File: config.mk
export PLATFORM = sky130hd
export DESIGN_NAME = crlf_line_assembler_trim
export DESIGN_NICKNAME = d
export VERILOG_FILES = /design/src/design/clat_pkg.sv /design/src/design/clat_store.sv /design/src/design/crlf_line_assembler_trim.sv
export VERILOG_INCLUDE_DIRS = /design/src /design/src/design
export SDC_FILE = /design/constraint.sdc
export NUM_CORES = 1
export LEC_CHECK = 0
export ABC_AREA = 0
export CELL_PAD_IN_SITES_DETAIL_PLACEMENT = 1
export CELL_PAD_IN_SITES_GLOBAL_PLACEMENT = 1
export CORE_UTILIZATION = 50
export DETAILED_ROUTE_END_ITERATION = 10
export DONT_BUFFER_PORTS = 1
export MAX_ROUTING_LAYER = met4
export PLACE_DENSITY_LB_ADDON = 0.1
export SLEW_MARGIN = 0
export SYNTH_ARGS = -nofsm -noshare
export SYNTH_HDL_FRONTEND = slang
export SYNTH_SLANG_ARGS = --single-unit
File: constraint.sdc
create_clock -name clk -period 3.5 [get_ports clk]
set_input_delay 0.35 -clock clk [delete_from_list [all_inputs] [get_ports clk]]
set_output_delay 0.35 -clock clk [all_outputs]
set_load 0.01 [all_outputs]
File: src/design/crlf_line_assembler_trim_assert.svh
// assertion macros shared by the line assembler rtl
// depends on nothing; the asserting module must provide clk and arst_n
`ifndef CRLF_LINE_ASSEMBLER_TRIM_ASSERT_SVH
`define CRLF_LINE_ASSEMBLER_TRIM_ASSERT_SVH
`ifndef SYNTHESIS
// property checked on every rising edge outside reset
`define CLAT_ASSERT(lbl, prop) \
	lbl: assert property (@(posedge clk) disable iff (!arst_n) (prop)) \
		else $error("line assembler check failed");
// same, with a caller supplied message
`define CLAT_ASSERT_MSG(lbl, prop, msg) \
	lbl: assert property (@(posedge clk) disable iff (!arst_n) (prop)) \
		else $error(msg);
`else
`define CLAT_ASSERT(lbl, prop)
`define CLAT_ASSERT_MSG(lbl, prop, msg)
`endif
`endif

File: src/design/clat_pkg.sv
// shared types and constants of the crlf line assembler
// no dependencies
package clat_pkg;

	// default line store depth
	localparam int LINE_MAX_DEF = 64;

	// one stored byte
	typedef logic [7:0] char_t;

	// byte codes with a special meaning
	localparam char_t CH_CR    = 8'd13;
	localparam char_t CH_LF    = 8'd10;
	localparam char_t CH_SPACE = 8'd32;
	localparam char_t CH_TAB   = 8'd9;

	// sequencer states
	typedef enum logic [1:0] {
		ST_IDLE,
		ST_READ,
		ST_SHOW
	} state_t;

endpackage

File: src/design/clat_store.sv
// line store: single write port, single registered read port
// depends on clat_pkg
module clat_store #(
	parameter int DEPTH  = clat_pkg::LINE_MAX_DEF,
	parameter int ADDR_W = $clog2(clat_pkg::LINE_MAX_DEF)
) (
	input  logic                clk,
	input  logic                wr_en,
	input  logic [ADDR_W-1:0]   wr_addr,
	input  clat_pkg::char_t     wr_data,
	input  logic                rd_en,
	input  logic [ADDR_W-1:0]   rd_addr,
	output clat_pkg::char_t     rd_data
);
	import clat_pkg::*;

	char_t mem [DEPTH];
	char_t rd_data_q;

	// write port
	always_ff @(posedge clk) begin
		if (wr_en) begin
			mem[wr_addr] <= wr_data;
		end
	end

	// registered read port
	always_ff @(posedge clk) begin
		if (rd_en) begin
			rd_data_q <= mem[rd_addr];
		end
	end

	assign rd_data = rd_data_q;

endmodule

File: src/design/crlf_line_assembler_trim.sv
// Line assembler for a received byte stream. Bytes come in on the in_ word
// channel; CR, LF or a CR LF pair ends a line, trailing spaces and tabs are
// trimmed, and a non-empty line leaves on the out_ channel one byte per word
// with line_last on its final byte, while blank lines are dropped. A line may
// hold LINE_MAX-1 bytes; one more ordinary byte throws the whole line away
// together with that byte. A terminator that yields N bytes holds in_ready low
// for the emission: each byte is fetched through the store's registered read
// port in ST_READ and then presented in ST_SHOW until out_ready takes it, all
// under one index counter.
// Depends on clat_pkg, clat_store and crlf_line_assembler_trim_assert.svh.
`include "crlf_line_assembler_trim_assert.svh"

module crlf_line_assembler_trim #(
	parameter int LINE_MAX = clat_pkg::LINE_MAX_DEF
) (
	input  logic            clk,
	input  logic            arst_n,
	input  logic            in_valid,
	output logic            in_ready,
	input  clat_pkg::char_t in_byte,
	output logic            out_valid,
	input  logic            out_ready,
	output clat_pkg::char_t line_char,
	output logic            line_last
);
	import clat_pkg::*;

	localparam int CNT_W = $clog2(LINE_MAX);
	localparam logic [CNT_W-1:0] FILL_MAX = CNT_W'(LINE_MAX - 1);
	localparam logic [CNT_W-1:0] CNT_ONE  = CNT_W'(1);

	state_t           state_q, state_d;
	logic [CNT_W-1:0] fill_q;
	logic [CNT_W-1:0] nonblank_q;
	logic [CNT_W-1:0] len_q;
	logic [CNT_W-1:0] idx_q;
	logic             cr_seen_q;

	logic in_acc, out_acc;
	logic is_cr, is_lf, is_blank, ends_line, is_store, has_room, emit_line;
	logic last_byte;
	char_t rd_data;

	// byte decode
	assign in_acc    = in_valid && in_ready;
	assign out_acc   = out_valid && out_ready;
	assign is_cr     = (in_byte == CH_CR);
	assign is_lf     = (in_byte == CH_LF);
	assign is_blank  = (in_byte == CH_SPACE) || (in_byte == CH_TAB);
	assign ends_line = is_cr || (is_lf && !cr_seen_q);
	assign is_store  = !is_cr && !is_lf;
	assign has_room  = (fill_q < FILL_MAX);
	assign emit_line = in_acc && ends_line && (nonblank_q != '0);
	assign last_byte = (idx_q == len_q - CNT_ONE);

	// next state and handshake outputs
	always_comb begin
		state_d   = state_q;
		in_ready  = 1'b0;
		out_valid = 1'b0;
		case (state_q)
			ST_IDLE: begin
				in_ready = 1'b1;
				if (in_valid && ends_line && (nonblank_q != '0)) begin
					state_d = ST_READ;
				end
			end
			ST_READ: begin
				state_d = ST_SHOW;
			end
			ST_SHOW: begin
				out_valid = 1'b1;
				if (out_ready) begin
					state_d = last_byte ? ST_IDLE : ST_READ;
				end
			end
			default: begin
				state_d = ST_IDLE;
			end
		endcase
	end

	// state register
	always_ff @(posedge clk or negedge arst_n) begin
		if (!arst_n) begin
			state_q <= ST_IDLE;
		end else begin
			state_q <= state_d;
		end
	end

	// fill tracking and terminator handling
	always_ff @(posedge clk or negedge arst_n) begin
		if (!arst_n) begin
			fill_q     <= '0;
			nonblank_q <= '0;
			cr_seen_q  <= 1'b0;
		end else if (in_acc) begin
			cr_seen_q <= is_cr;
			if (ends_line || !has_room) begin
				if (is_store || ends_line) begin
					fill_q     <= '0;
					nonblank_q <= '0;
				end
			end else if (is_store) begin
				fill_q <= fill_q + CNT_ONE;
				if (!is_blank) begin
					nonblank_q <= fill_q + CNT_ONE;
				end
			end
		end
	end

	// emission index and length
	always_ff @(posedge clk or negedge arst_n) begin
		if (!arst_n) begin
			idx_q <= '0;
			len_q <= '0;
		end else if (emit_line) begin
			idx_q <= '0;
			len_q <= nonblank_q;
		end else if (out_acc && !last_byte) begin
			idx_q <= idx_q + CNT_ONE;
		end
	end

	clat_store #(
		.DEPTH  (LINE_MAX),
		.ADDR_W (CNT_W)
	) u_store (
		.clk     (clk),
		.wr_en   (in_acc && is_store && has_room),
		.wr_addr (fill_q),
		.wr_data (in_byte),
		.rd_en   (state_q == ST_READ),
		.rd_addr (idx_q),
		.rd_data (rd_data)
	);

	assign line_char = rd_data;
	assign line_last = last_byte;

	// consistency checks
	`CLAT_ASSERT(a_fill_bound, (fill_q <= FILL_MAX) && (nonblank_q <= fill_q))
	`CLAT_ASSERT(a_idx_bound, (state_q != ST_IDLE) |-> (idx_q < len_q))
	`CLAT_ASSERT_MSG(a_start_emit, emit_line |=> (state_q == ST_READ) && (idx_q == '0),
		"line end did not start emission")
	`CLAT_ASSERT_MSG(a_end_emit, (out_acc && line_last) |=> in_ready && (fill_q == '0),
		"line emission did not return to idle")

endmodule
==> impl_metrics.toml, run 1 <==
[status]
status = "complete, no violations"

[hold_path]
hold_end = "cr_seen_q$_DFFE_PN0P_"
hold_path.class = "in -> reg"
hold_depth = 2
hold_path.startpoint = "in_valid"

[global_route]
grt_pass1_vias = 11900
grt_pass1_wl_mm = 83.7
track_usage_pct = 27.6
antenna_found_initial = 2
grt_overflow_total = 0
grt_max_degree = 66

[power_and_ir_drop]
power_density_nw_per_um2 = 694
power_leakage_uw = 0.00806
irDropWorstVdd_v = 0.000537

[route]
wl_per_cell_um = 30.3
viasPerCell = 6.10
first_iter_violations = 1111
routed_wl_mm = 57.5
ant_nets = 0
num_vias = 11600
drc = 0
dr.pass1.iters = 5

[clock_network]
clockBufferDepth = 3
insertion_delay_ns = 0.61
numClockSinks = 547
cts_tree = "built"
numCtsBuffers = 54
cts.htree.levels = 2
clk_pin_slew_ns = 0.06
cts_resized = 0
cts_root_buffer = "clkbuf_16"

[timing]
period_needed_ns = 3.11
slew_viol_final = 0
whs_ns = 0.0254
timing.fmax_mhz = 322
hold_violations = 0
setup_viol = 0
worst_slack_ns = 0.392
fin_worst_skew_ns = 0.0221
worstMarginPinSlew_ns = 1.09
rsz0062_at_grt = "false"
final.setup.tns_ns = 0
slew_headroom_pct = 27.4
period_share_pct = 88.8

[yosys]
syn_avg_cell_area_um2 = 18.4
yosys_warnings = 0
syn_inst = 1179
synth_ff_type = "edfxtp_1"
ys_ff_latch = 547
synth_edf_count = 520
yosysUniqueCellTypes = 62
synth_area_um2 = 21700
ys_seq_area_share_pct = 74.9
postSynthNetCount = 1194
async_flop_share_pct = 4.94

[setup_path]
setup.worst_path.class = "reg -> reg"
ff2ff_path_depth = 9
ff2ff_setup_slack_ns = 0.39
cp.required_ns = 3.85
worstReg2RegEnd = "u_store.rd_data[7]$_DFFE_PN_"
cp_data_arrival_time_ns = 3.46
crit_fanout = 26
critPathCaptureType = "register"
timing.rr.start = "idx_q[0]$_DFFE_PN0P_"
start_kind = "register"

[final_layout]
diodes = 0
layout_commonest_cell = "edfxtp_1"
finalNonFillerCells = 1897
final_cell_area_um2 = 24900
final_cell_mix = "edfxtp_1, mux2i_1, buf_4, nor2_1, mux4_2"
final_layout_size_suffix_gt1_share_pct = 19.9
fill_cells = 3771
area_growth_pct = 14.5
fin_nets = 1283

[floorplan]
coreArea_um2 = 43000
start_util_pct = 50.6
rows = 76
die_w_um = 211
dieArea_um2 = 44300
die_y_um = 211
io_pins = 23

[placed_design]
port_buffers = 0
dp_slack_ns = 0.445
place_hpwl_mm = 34.4
dp.cells = 1784
placed_area_um2 = 22800
place.gp.congestion = 0.818

[run]
cap_violations = 0
## routing by layer
layer  part of all wire, %  track usage, %
met1                    43            38.1
met2                    49            43.6
met5                     0               -
met3                   5.4            3.29
met4                   2.4            7.95
## synth_stat cells (3+ instances only)
cell type  instances  share of area, %
a2111oi_0          4              0.16
a211oi_1          17              0.59
a21o_1             5              0.17
a21oi_1           22              0.51
a221oi_1          22              0.89
a22o_1             4              0.16
a22oi_1            4              0.14
a32o_1             3              0.14
and2_1             3             0.086
buf_1              6              0.10
buf_2             12              0.28
buf_4              8              0.28
buf_6             11              0.57
clkbuf_1          28              0.48
dfrtp_1           27               3.1
edfxtp_1         520                72
ha_1               3              0.17
inv_1              6              0.10
mux2_2             4              0.21
mux2i_1          117               5.4
mux4_2            74               7.7
nand2_1           40              0.69
nand2b_1           4              0.12
nand3_1           11              0.25
nand3b_1           7              0.24
nand4_1            3             0.086
nor2_1            75               1.3
nor2b_1            8              0.23
nor3_1             4             0.092
nor3b_1            3              0.10
nor4_1             4              0.12
o211ai_1           3              0.10
o21ai_0           30              0.69
o21ai_1           13              0.30
o221ai_1          13              0.52
o22ai_1           18              0.52
o31ai_1            6              0.21
or3_1              3             0.086
xnor2_1           10              0.40
## logic make-up (layout without fill, tap and decap cells)
logic type	after synthesis	count (layout)	synth area share, %
xor gates and xnor gates	11	11	0.443
adders and majority gates	3	3	0.173
and+or+nand+nor	178	178	3.89
muxes	195	195	13.3
buffers and inverters	72	205	1.86
DFF	547	547	74.9
AOI/OAI and AO/OA	173	173	5.48
## worst max-delay path by stage
stage,start,endpoint,slack [ns],depth (start not counted)
2_1_floorplan,fill_q[0]$_DFFE_PN0P_,u_store.mem[11][0]$_DFFE_PP_,0.91,6
3_3_place_gp,idx_q[0]$_DFFE_PN0P_,u_store.rd_data[0]$_DFFE_PN_,0.51,5
3_5_place_dp,fill_q[0]$_DFFE_PN0P_,u_store.mem[14][1]$_DFFE_PP_,0.44,7
4_1_cts,idx_q[0]$_DFFE_PN0P_,u_store.rd_data[7]$_DFFE_PN_,0.41,9
5_1_grt,fill_q[0]$_DFFE_PN0P_,u_store.mem[10][1]$_DFFE_PP_,0.24,7
6_report,idx_q[0]$_DFFE_PN0P_,u_store.rd_data[7]$_DFFE_PN_,0.39,9
## metrics by stage
stage	total power [uW]	util [%]
2_1_floorplan	10200	-
3_3_place_gp	11300	53.1
3_5_place_dp	11400	53.1
4_1_cts	17400	57.9
5_1_grt	17800	57.9
6_report	17300	57.9
## report_power, final
part / switching (uW) / total [uW] / internal (uW)
Combinational: 2080 / 3640 / 1560
Sequential: 294 / 7730 / 7440
Clock: 2440 / 5900 / 3460
## critical path, stage by stage (launching register included)
cell and delay, ns:
dfrtp_4 0.75, buf_12 0.30, buf_4 0.23, mux2i_1 0.31, o22ai_1 0.12, a2111oi_0 0.64, buf_4 0.24, o21ai_0 0.07
nand2_1 0.10, a21oi_1 0.04
## flip-flops by register name, summed over array words and instances (netlist names)
signal,cells
state_q,2
u_store.mem,512
fill_q,6
nonblank_q,6
u_store.rd_data,8
cr_seen_q,1
idx_q,6
len_q,6
## final cells by class
| type | instances | area, um2 | share of cell area [%] |
|---|---|---|---|
| sequential | 547 | 16300 | 65.5 |
| inverter | 6 | 22.5 | 0.0904 |
| clock buffer | 66 | 1420 | 5.69 |
| multi-input combinational | 560 | 5050 | 20.3 |
| timing repair buffer | 99 | 1000 | 4.02 |
| clock inverter | 34 | 374 | 1.50 |
| tap | 585 | 732 | 2.94 |
## timing repair
item / 4_1_cts / 5_1_grt
setup buffers: 0 / 0
hold endpoints to repair: 542 / 0
hold buffers: 13 / 0
Power figures use the tool's default switching activity.
==> inputs of run 2 (changes only) <==
- SYNTH_HIERARCHICAL: unset -> 1
==> run 2 against run 1 <==
Compared with the run above:
- worst setup slack got worse by 0.040 ns
- utilization increased by 0.81 points
- clock skew is 0.0032 ns lower
- final area rose by 1.6%
- highest routed layer unchanged
- area after synthesis is 0.59% higher
- register-to-register slack lost 0.04 ns
- critical endpoint is now u_store/rd_data[2]$_DFFE_PP_
- clock power increased by 1%
- fmax down 1.3%
==> impl_metrics.toml, run 2 <==
[status]
status = "complete, no violations"

[final_layout]
layout_commonest_cell = "edfxtp_1"
fin_nets = 1244
final_cell_mix = "edfxtp_1, mux4_2, buf_4, nor2_1, clkbuf_16"
top_register = "u_store/mem"
final_layout_size_suffix_gt1_share_pct = 29.1
final_util_pct = 58.7
diodes = 0
largest_register_ffs = 512
area_growth_pct = 15.7

[yosys]
synthTopCellsByCount = "edfxtp_1, mux4_2, nor2_1"
synth_most_common_cell = "edfxtp_1"
yosys_warnings = 6
synth_ff_type = "edfxtp_1"
synth_fa_ha_area_share_pct = 0.172
synth_top_family_by_area = "multiplexers"
yosys.area_share.simple_pct = 4.68
synth_area_um2 = 21900
yosysUniqueCellTypes = 63
ys_seq_area_share_pct = 74.5
synth_top_area_cell = "edfxtp_1"
synth_mux_area_share_pct = 15.8
ys_ff_latch = 547
synth_xor_area_share_pct = 0.360
syn_inst = 1100
yosysTopAreaCellShare_pct = 71.4
synthTopCellsByArea = "edfxtp_1, mux4_2, dfrtp_1"
async_flop_share_pct = 4.94
synth_compound_area_share_pct = 2.88
postSynthNetCount = 1115
syn_avg_cell_area_um2 = 19.9
synth_edf_count = 520

[timing]
timing.fmax_mhz = 318
fin_worst_skew_ns = 0.0189
final.setup.tns_ns = 0
slew_viol_final = 0
period_share_pct = 89.9
period_needed_ns = 3.15
hold_violations = 0
slew_headroom_pct = 39.9
worst_slack_ns = 0.352
rsz0062_at_grt = "false"
whs_ns = 0.0643
setup_viol = 0
worstMarginPinSlew_ns = 0.901

[floorplan]
start_util_pct = 50.8
dieArea_um2 = 44600
coreArea_um2 = 43100
rows = 76
die_w_um = 211
die_y_um = 211
io_pins = 23

[clock_network]
cts.htree.levels = 2
clk_pin_slew_ns = 0.06
hold_buffers = 12
numClockSinks = 547
post_cts_buffers = 0
cts_resized = 0
insertion_delay_ns = 0.61
numCtsBuffers = 56
cts_tree = "built"
cts_root_buffer = "clkbuf_16"
clockBufferDepth = 3

[route]
ant_nets = 0
viasPerCell = 5.93
wl_per_cell_um = 29.2
first_iter_violations = 862
routed_wl_mm = 54.4
drc = 0
num_vias = 11000
dr.pass1.iters = 5

[global_route]
grt_pass1_wl_mm = 80.0
grt_overflow_total = 0
antenna_found_initial = 2
grt_pass1_vias = 11600
grt_max_degree = 65
track_usage_pct = 26.1

[placed_design]
dp_slack_ns = 0.320
port_buffers = 0
place.gp.congestion = 0.782
place_hpwl_mm = 32.6

[setup_path]
critPathCaptureType = "register"
crit_fanout = 27
ff2ff_setup_slack_ns = 0.35
setup.worst_path.class = "reg -> reg"
cp.required_ns = 3.82
timing.rr.start = "idx_q[0]$_DFFE_PN0P_"
ff2ff_path_depth = 7
start_kind = "register"
cp_data_arrival_time_ns = 3.47
worstReg2RegEnd = "u_store/rd_data[2]$_DFFE_PP_"

[power_and_ir_drop]
power_density_nw_per_um2 = 698
power_uw = 17700
power_leakage_uw = 0.00816
irDropWorstVdd_v = 0.000627

[run]
cap_violations = 0

[hold_path]
hold_path.class = "in -> reg"
hold_path.startpoint = "in_byte[0]"
hold_depth = 2
hold_end = "cr_seen_q$_DFFE_PN0P_"
## run 2: changes by cell type after synthesis, moves of 8 or more
| cell | change |
|---|---|
| o22ai_1 | -10 |
| nor2_1 | +25 |
| a21oi_1 | -15 |
| a221oi_1 | -16 |
| o21ai_0 | -20 |
| mux4_2 | +52 |
| clkbuf_1 | -11 |
| mux2_2 | +18 |
| mux2i_1 | -88 |
| o21ai_1 | -11 |
| a211oi_1 | -12 |
| nor2b_1 | +8 |
## run 2: report_power, final
group | switching, uW | internal, uW | leakage (uW)
combinational | 1990 | 1880 | 0.00224
sequential | 365 | 7460 | 0.00502
clock | 2450 | 3520 | 0.000894
total | 4800 | 12900 | 0.00816
## run 2: how the worst max path moves through the flow
stage / from / endpoint / cells past startpoint
after floorplan: fill_q[0]$_DFFE_PN0P_ / u_store/mem[62][0]$_DFFE_PP_ / 8
after global placement: idx_q[0]$_DFFE_PN0P_ / u_store/rd_data[2]$_DFFE_PP_ / 7
after detailed placement: idx_q[0]$_DFFE_PN0P_ / u_store/rd_data[2]$_DFFE_PP_ / 7
after CTS: idx_q[0]$_DFFE_PN0P_ / u_store/rd_data[2]$_DFFE_PP_ / 7
after global routing: fill_q[0]$_DFFE_PN0P_ / u_store/mem[48][5]$_DFFE_PP_ / 8
final: idx_q[0]$_DFFE_PN0P_ / u_store/rd_data[2]$_DFFE_PP_ / 7
## run 2: critical path, stage by stage, from the launching register on
cell and delay (ns):
dfrtp_4 0.82, buf_12 0.30, buf_12 0.27, buf_4 0.28
mux2i_1 0.23, a221oi_1 0.10, a221oi_1 0.65, o2bb2ai_1 0.18
## run 2: area by class of cell
class | instances | area (um2)
clock buffer | 77 | 1540
clock inverter | 28 | 295
fill | 3692 | 17800
inverter | 8 | 30.0
multi-input combinational | 493 | 5240
sequential | 547 | 16300
tap | 585 | 732
timing repair buffer | 123 | 1170
## run 2: through the flow
step | instances | cell area, um2
finish | 1861 | 25300
global route | 1861 | 25300
CTS | 1861 | 25300
detailed placement | 1744 | 23200
global placement | 1744 | 23200
floorplan | 1100 | 21900
## run 2: logic make-up (layout without fill, tap and decap cells)
group / Yosys count / in the layout
xor+xnor: 9 / 9
buf+inv: 60 / 236
flops: 547 / 547
simple gates: 217 / 217
fa+ha+maj: 3 / 3
compound gates: 81 / 81
mux: 183 / 183
## run 2: metal layers
metal,part of all wire [%],GRT usage [%],vias up
met2,50,42.3,263
met3,4.7,3.73,76
met1,43,34.8,5929
met5,0,-,-
met4,2.1,6.97,0
li1,-,-,4773
